--- src/hdl/lbmd_pkg.sv ---
// lbmd_pkg: shared constants, codes, control structs and the cordic arctangent table
// for the lidar beam motion deskew block. No dependencies.
`default_nettype none

package lbmd_pkg;

   // default parameter values
   localparam int MAX_SEG_BEAMS = 1023;
   localparam int CORDIC_STEPS  = 16;

   // field widths
   localparam int CMD_W   = 2;
   localparam int POS_W   = 32;
   localparam int HEAD_W  = 16;
   localparam int COUNT_W = 10;
   localparam int RANGE_W = 20;
   localparam int CSR_IDX_W  = 2;
   localparam int CSR_DATA_W = 32;

   // internal widths
   localparam int CW      = 40;                 // cordic x/y datapath
   localparam int ZW      = 34;                 // cordic angle accumulator
   localparam int NUM_W   = COUNT_W + 16;       // fraction dividend
   localparam int FRAC_W  = 17;                 // Q16 fraction, up to 1.0
   localparam int CNT_W   = 5;                  // shared sequence counter
   localparam int DIV_STEPS = NUM_W;
   localparam int LERP_LAST = 3;

   localparam logic [23:0] GAIN_Q24   = 24'd10188014;
   localparam int          RANGE_MAX  = 1048575;

   // commands
   localparam logic [CMD_W-1:0] CMD_START = 2'd0;
   localparam logic [CMD_W-1:0] CMD_END   = 2'd1;
   localparam logic [CMD_W-1:0] CMD_BEAM  = 2'd2;

   // register indexes
   localparam logic [CSR_IDX_W-1:0] CSR_BASE_X    = 2'd0;
   localparam logic [CSR_IDX_W-1:0] CSR_BASE_Y    = 2'd1;
   localparam logic [CSR_IDX_W-1:0] CSR_BASE_HEAD = 2'd2;
   localparam logic [CSR_IDX_W-1:0] CSR_MIN_RANGE = 2'd3;

   // cordic passes
   localparam logic [1:0] PASS_BEAM = 2'd0;
   localparam logic [1:0] PASS_POSE = 2'd1;
   localparam logic [1:0] PASS_VEC  = 2'd2;

   // controller to datapath
   typedef struct packed {
      logic             accept;
      logic             div_step;
      logic             lerp_step;
      logic [1:0]       lerp_idx;
      logic             cinit;
      logic             citer;
      logic [CNT_W-1:0] step;
      logic             gain1;
      logic             gain2;
      logic [1:0]       pass;
      logic             out_load;
   } ctl_cmd_type;

   // datapath to controller
   typedef struct packed {
      logic no_return;
      logic out_free;
   } dp_status_type;

   // arctangent of 2^-i as a 32 bit binary angle
   function automatic logic [31:0] atan_entry(input logic [CNT_W-1:0] i);
      logic [31:0] a;
      begin
         unique case (i)
            5'd0:  a = 32'h20000000;
            5'd1:  a = 32'h12E4051E;
            5'd2:  a = 32'h09FB385B;
            5'd3:  a = 32'h051111D4;
            5'd4:  a = 32'h028B0D43;
            5'd5:  a = 32'h0145D7E1;
            5'd6:  a = 32'h00A2F61E;
            5'd7:  a = 32'h00517C55;
            5'd8:  a = 32'h0028BE53;
            5'd9:  a = 32'h00145F2F;
            5'd10: a = 32'h000A2F98;
            5'd11: a = 32'h000517CC;
            5'd12: a = 32'h00028BE6;
            5'd13: a = 32'h000145F3;
            5'd14: a = 32'h0000A2FA;
            5'd15: a = 32'h0000517D;
            5'd16: a = 32'h000028BE;
            5'd17: a = 32'h0000145F;
            5'd18: a = 32'h00000A30;
            5'd19: a = 32'h00000518;
            5'd20: a = 32'h0000028C;
            5'd21: a = 32'h00000146;
            5'd22: a = 32'h000000A3;
            5'd23: a = 32'h00000051;
            default: a = 32'h00000000;
         endcase
         return a;
      end
   endfunction

endpackage

`default_nettype wire

--- src/hdl/lbmd_ctrl.sv ---
// lbmd_ctrl: sequencer for divide, interpolate, three cordic passes and result load
// depends on lbmd_pkg
`default_nettype none

module lbmd_ctrl #(
   parameter int CORDIC_STEPS = lbmd_pkg::CORDIC_STEPS
) (
   input  wire logic                        clock,
   input  wire logic                        reset,
   input  wire logic                        req_valid,
   input  wire logic [lbmd_pkg::CMD_W-1:0]  req_cmd,
   output logic                             req_ready,
   input  wire lbmd_pkg::dp_status_type     status,
   output lbmd_pkg::ctl_cmd_type            ctl
);

   typedef enum logic [7:0] {
      S_IDLE  = 8'b0000_0001,
      S_DIV   = 8'b0000_0010,
      S_LERP  = 8'b0000_0100,
      S_CINIT = 8'b0000_1000,
      S_CITER = 8'b0001_0000,
      S_GAIN1 = 8'b0010_0000,
      S_GAIN2 = 8'b0100_0000,
      S_FIN   = 8'b1000_0000
   } state_type;

   state_type                    state_ff, state_in;
   logic [lbmd_pkg::CNT_W-1:0]   cnt_ff, cnt_in;
   logic [1:0]                   pass_ff, pass_in;

   // next state and commands
   always_comb begin
      state_in  = state_ff;
      cnt_in    = cnt_ff;
      pass_in   = pass_ff;
      req_ready = 1'b0;
      ctl       = '0;
      ctl.step  = cnt_ff;
      ctl.pass  = pass_ff;
      ctl.lerp_idx = cnt_ff[1:0];
      unique case (state_ff)
         S_IDLE: begin
            req_ready = 1'b1;
            if (req_valid) begin
               ctl.accept = 1'b1;
               if (req_cmd == lbmd_pkg::CMD_BEAM) begin
                  state_in = S_DIV;
                  cnt_in   = '0;
               end
            end
         end
         S_DIV: begin
            ctl.div_step = 1'b1;
            if (cnt_ff == lbmd_pkg::CNT_W'(lbmd_pkg::DIV_STEPS - 1)) begin
               state_in = S_LERP;
               cnt_in   = '0;
            end else begin
               cnt_in = cnt_ff + 1'b1;
            end
         end
         S_LERP: begin
            ctl.lerp_step = 1'b1;
            if (cnt_ff == lbmd_pkg::CNT_W'(lbmd_pkg::LERP_LAST)) begin
               pass_in  = lbmd_pkg::PASS_BEAM;
               state_in = status.no_return ? S_FIN : S_CINIT;
            end else begin
               cnt_in = cnt_ff + 1'b1;
            end
         end
         S_CINIT: begin
            ctl.cinit = 1'b1;
            cnt_in    = '0;
            state_in  = S_CITER;
         end
         S_CITER: begin
            ctl.citer = 1'b1;
            if (cnt_ff == lbmd_pkg::CNT_W'(CORDIC_STEPS - 1)) begin
               state_in = S_GAIN1;
            end else begin
               cnt_in = cnt_ff + 1'b1;
            end
         end
         S_GAIN1: begin
            ctl.gain1 = 1'b1;
            state_in  = S_GAIN2;
         end
         S_GAIN2: begin
            ctl.gain2 = 1'b1;
            if (pass_ff == lbmd_pkg::PASS_VEC) begin
               state_in = S_FIN;
            end else begin
               pass_in  = pass_ff + 1'b1;
               state_in = S_CINIT;
            end
         end
         S_FIN: begin
            if (status.out_free) begin
               ctl.out_load = 1'b1;
               state_in     = S_IDLE;
            end
         end
         default: state_in = S_IDLE;
      endcase
   end

   // state registers
   always_ff @(posedge clock) begin
      if (reset) begin
         state_ff <= S_IDLE;
         cnt_ff   <= '0;
         pass_ff  <= lbmd_pkg::PASS_BEAM;
      end else begin
         state_ff <= state_in;
         cnt_ff   <= cnt_in;
         pass_ff  <= pass_in;
      end
   end

   // a beam always starts the divide
   a_beam_starts_div: assert property (@(posedge clock) disable iff (reset)
      ctl.accept && req_cmd == lbmd_pkg::CMD_BEAM |=> state_ff == S_DIV)
      else $error("beam accepted without starting divide");

   // cordic step stays inside the table
   a_step_range: assert property (@(posedge clock) disable iff (reset)
      ctl.citer |-> cnt_ff < lbmd_pkg::CNT_W'(CORDIC_STEPS))
      else $error("cordic step out of range");

   // result only loaded into a free output word
   a_load_free: assert property (@(posedge clock) disable iff (reset)
      ctl.out_load |-> status.out_free)
      else $error("output word overwritten");

endmodule

`default_nettype wire

--- config.mk ---
export PLATFORM = sky130hd
export DESIGN_NAME = lbmd_ctrl
export DESIGN_NICKNAME = d
export VERILOG_FILES = /design/src/hdl/lbmd_pkg.sv /design/src/hdl/lbmd_ctrl.sv
export SDC_FILE = /design/constraint.sdc
export NUM_CORES = 1
export LEC_CHECK = 0
export ABC_AREA = 1
export BUFFER_PORTS_ARGS = -buffer_cell sky130_fd_sc_hd__buf_2
export CORE_MARGIN = 10
export CORE_UTILIZATION = 36
export CTS_BUF_LIST = sky130_fd_sc_hd__clkbuf_8
export CTS_CLUSTER_DIAMETER = 40
export CTS_CLUSTER_SIZE = 24
export DETAILED_ROUTE_END_ITERATION = 16
export SYNTH_ARGS = -nofsm -noshare
export SYNTH_HDL_FRONTEND = slang
export SYNTH_SLANG_ARGS = --single-unit
--- constraint.sdc ---
create_clock -name clock -period 1.54 [get_ports clock]
set_input_delay 0.154 -clock clock [delete_from_list [all_inputs] [get_ports clock]]
set_output_delay 0.154 -clock clock [all_outputs]
set_load 0.005 [all_outputs]
* Yosys cells after proc, flatten, opt, wreduce, memory -nomap -nowiden
Index checks and enable logic that the tools add are counted.
Word-level totals: register bits after elaboration 15, latch bits 0, bits in writable memories 0, memory bits (read-only) 0, input port bits 7, output and inout bits 18, logic and storage cells 61, memories kept 0
Cells by class: add/sub/neg operators 2, multiply operators 0, divide/modulo/power cells 0, magnitude comparators 0, equality and inequality tests 22, shift operators 0, multiplexer cells 29, bitwise logic cells 0, reductions and logical operators 5
Operators with widths (number):
- two-way mux 8 bit | 8
- one-hot mux 8 bit (8 select lines) | 1
- two-way mux 5 bit | 5
- one-hot mux 5 bit (5 select lines) | 1
- inequality test 2 bit, second input constant | 9
- two-way mux 1 bit | 11
- == test 8 x 1 -> 1 bit, second input constant | 1
- == test 8 x 2 -> 1 bit, second input constant | 1
- == test 8 x 3 -> 1 bit, second input constant | 1
- == test 8 x 4 -> 1 bit, second input constant | 1
- == test 8 x 5 -> 1 bit, second input constant | 1
- == test 8 x 6 -> 1 bit, second input constant | 1
- == test 8 x 7 -> 1 bit, second input constant | 1
- == test 8 bit, second input constant | 1
- AND reduction 6 bit | 1
- adder 5 x 1 -> 5 bit, second input constant | 1
- == test 5 x 2 -> 1 bit, second input constant | 1
- == test 5 x 4 -> 1 bit, second input constant | 1
- == test 5 bit, second input constant | 1
- AND reduction 5 bit | 1
- nonzero test 5 bit | 1
- == test 2 bit, second input constant | 2
- two-way mux 2 bit | 2
- one-hot mux 2 bit (2 select lines) | 1
- other kinds (3) | 3

* Longest topological paths before layout
word-level depth 4, gate-level depth with buffers 11

* Worst setup path before layout
OpenSTA, ideal clock, no wires.
path type flip-flop to flip-flop, start point register cnt_ff[0] (netlist bit), end point register cnt_ff[0] (netlist bit), library setup time 0.113 ns, data arrival time 1.448 ns, setup slack -0.021 ns, cell stages (with the launch flop) 12, buffers on the path 0, cell sequence dfxtp_1 > ha_1 > nand2_1 > nor2_1 > ha_1 > inv_1 > nor2_1 > nor2_4 > nand2_2 > inv_2 > nor2_1 > nor2_1
On the way: cells in the longest elaborated chain, start to end 3
RTL lines:
- from (decl) | line lbmd_ctrl.sv:29 | logic [lbmd_pkg::CNT_W-1:0] cnt_ff, cnt_in;
- from (signal assigned) | line lbmd_ctrl.sv:115 | cnt_ff <= cnt_in;
- adder 5 x 1 -> 5 bit (tied with other cells) | line lbmd_ctrl.sv:59, lbmd_ctrl.sv:68, lbmd_ctrl.sv:81
- two-way mux 5 bit (tied with other cells) | line lbmd_ctrl.sv:78 | if (cnt_ff == lbmd_pkg::CNT_W'(CORDIC_STEPS - 1)) begin
- one-hot mux 5 bit (5 select lines) or AND reduction 5 bit (tied branches)
Several ways; a longest one is shown, not always the timed one. The select of a mux whose other input is x is not followed. A chain may end at the register's enable or synchronous reset.

* Worst setup path after layout
start point register cnt_ff[0] (netlist bit), end point register state_ff[1]
On the way: cells in the longest elaborated chain, start to end 3
RTL lines:
- == test 5 x 4 -> 1 bit (tied with other cells) | line lbmd_ctrl.sv:78
- inequality test 2 bit (no line)
- AND reduction 6 bit (no line) (*)
- to (signal assigned) | line lbmd_ctrl.sv:114 | state_ff <= state_in;
- to (decl) | line lbmd_ctrl.sv:28 | state_type state_ff, state_in;
Every way passes the cells marked *; elsewhere a longest branch is shown, timed or not.

==> impl_metrics.json <==
{
  "worst_setup_path_end_kind": "register",
  "worstSetupPathType": "reg -> reg",
  "cts.clk_slew.worst_paths_ns": 0.06,
  "fmaxAchievable_ghz": 0.680,
  "relSlewSlack_pct": 85.5,
  "route.final.wire_length_mm": 2.71,
  "global_route.usage.total_pct": 10.0,
  "totalNegativeSetupSlack_ns": 0,
  "power.static_leakage_nw": 0.727,
  "r2r_slack_ns": 0.07,
  "drt_first_pass_iters": 4,
  "vias_in_the_first_global_route": 1063,
  "initialDrtViolationCount": 34,
  "cap_violations": 0,
  "drc_errors": 0,
  "rsz0062_at_grt": "yes",
  "gr-total-overflow": 0,
  "grt_start_max_net_pins": 11,
  "critical_path_buf_inv_count": 1,
  "tritoncts_buffer_count": 3,
  "worst-endpoint-arrival_ns": 1.65,
  "placementRows": 20,
  "clock-sinks": 15,
  "synth_area_mm2": 0.00112,
  "critical_path_peak_fanout": 6,
  "power.ir.vdd_worst_mv": 0.710,
  "netlist_instances": 178,
  "cts_tree": "yes",
  "maxSlewViolCount": 0,
  "min_period_ns": 1.47,
  "final_cells": 244,
  "synth.yosys.seq_area_share_pct": 26.8,
  "dpl.cell_count": 239,
  "crit_top_cell": "sky130_fd_sc_hd__nand2_1",
  "antenna_cells": 0,
  "floorplan_die_width_um": 75.7,
  "effective_utilization_at_floorplan_pct": 37.3,
  "critical_path.cell_chain": "ha_4 -> nand2_1 -> nor2_1 -> ha_2 -> inv_2 -> nand2_2 -> nand3_2 -> nor2_4 -> nand2_1 -> a21oi_2",
  "antenna_violations_before_repair": 0,
  "root_buffer": "sky130_fd_sc_hd__clkbuf_8",
  "vias": 1145,
  "timing.final.setup_violations": 0,
  "worstHoldPathType": "in -> reg",
  "critical_path.max_stage_delay_ns": 0.36,
  "io_buffers": 24,
  "final_min_period_over_clock_period_pct": 95.6,
  "synth-warning-count": 0,
  "critical-path-top-delay-family": "simple AND/OR/NAND/NOR gates",
  "chipHeight_um": 75.7,
  "die_area_mm2": 0.00574,
  "slowest_stage": "sky130_fd_sc_hd__dfxtp_4",
  "worst_slew_pin_slew_ns": 0.216,
  "final_antenna_net_count": 0,
  "power.density_mw_per_mm2": 1300,
  "h-tree-depth": 1,
  "drt-wirelength-per-cell_um": 11.1,
  "netlist-cell-type-count": 25,
  "placeableCoreArea_mm2": 0.00300,
  "finalHoldViolCount": 0,
  "fraction_of_layout_instances_using_a_drive_strength_above_1_pct": 37.0,
  "grt_pass1_wl_mm": 4.50,
  "cp_required_ns": 1.72,
  "gp_congestion": 0.784,
  "launching_element_type_of_the_critical_path": "register",
  "syn_avg_cell_area_um2": 6.28,
  "finish.net_count": 223,
  "insertion_delay_ns": 0.24,
  "skew_final_ns": 0.00253,
  "cts_max_path_buffers": 2,
  "filler_cell_count": 325,
  "top_level_ports": 25,
  "place.detailed.hpwl_mm": 2.27,
  "route.detailed.vias_per_inst": 4.69,
  "outcome": "completed",
  "areaGrowthSynthToFinish_pct": 29.0,
  "synthesized_flop_and_latch_total": 15,
  "syn_nets": 189
}
## stage by stage
step	hold WS [ns]	setup WS [ns]	utilization, %	power, W	area, um2
floorplan	0.348	0.00111	-	0.00122	1120
global placement	0.466	0.0388	43.8	0.00150	1320
detailed placement	0.469	0.0351	43.8	0.00149	1320
CTS	0.216	0.0141	45.3	0.00180	1360
global route	0.227	-0.0368	48.0	0.00204	1440
finish	0.201	0.0685	48.0	0.00188	1440
## registers in the layout, indices dropped and copies added (netlist names)
register  count
state_ff      8
pass_ff       2
cnt_ff        5
## power by group
part	leakage [nW]	total [W]	switching [W]	internal, W
Combinational	0.577	0.00101	0.000597	0.000416
Clock	0.0269	0.000305	0.000129	0.000176
Sequential	0.123	0.000560	0.0000852	0.000474
## cells by family after synthesis
group                      Yosys count  synth area share, %
AOI/OAI and AO/OA                   10                 4.47
and+or+nand+nor                    113                 50.8
DFF                                 15                 26.8
buffers and inverters               35                 12.6
adders and majority gates            4                 4.47
xor gates and xnor gates             1                0.783
## worst reg2reg max path, delay by kind of cell, from the launching register on
family / cells / cell delay [ns]
compound gates: 1 / 0.11
fa+ha+maj: 2 / 0.32
buf+inv: 1 / 0.04
flops: 1 / 0.36
simple gates: 6 / 0.58
## layout by cell type, fill, tap and decap left out, drive strengths merged
cell	n
nand4	2
xor2	1
nand3b	1
or2	2
ha	4
nand3	20
clkbuf	3
nand2	49
buf	32
o21ai	2
nor3	3
a21oi	8
dfxtp	15
nor2	36
inv	33
## final cells by class
class	instances	area [um2]	share of cell area, %
Sequential cell	15	308	21.3
Timing Repair Buffer	32	184	12.7
Clock inverter	1	3.75	0.260
Inverter	32	123	8.50
Multi-Input combinational cell	128	742	51.4
Tap cell	33	41.3	2.86
Clock buffer	3	41.3	2.86
## cells in the mapped netlist (all sizes together)
cell	n	area, um2
nand2	49	204
nor2	36	199
inv	32	123
nand3	20	118
dfxtp	15	300
a21oi	8	40.0
ha	4	50.1
buf	3	18.8
nor3	3	15.0
nand4	2	12.5
o21ai	2	10.0
or2	2	12.5
nand3b	1	7.51
xor2	1	8.76
## repair_timing
action                     4_1_cts  5_1_grt
hold buffers                     0        0
pin swaps                        2        6
setup endpoints to repair        1       15
gates resized for setup          0       24
buffers inserted                 0        1
## metal layers
layer	vias up	GRT usage, %	part of all wire [%]
met5	-	0	0
met4	0	1.24	0.41
met3	2	3.78	5.6
met2	17	18.5	52
met1	511	10.8	42
li1	615	-	-
## path summary, 6_finish.rpt
path,from,endpoint,cells past startpoint
min reg2reg,pass_ff[1],pass_ff[1],2
max reg2reg,cnt_ff[0],state_ff[1],10
min,reset,state_ff[2],2
max,cnt_ff[0],state_ff[1],10
Note: power is estimated with default switching activity, not from simulation.
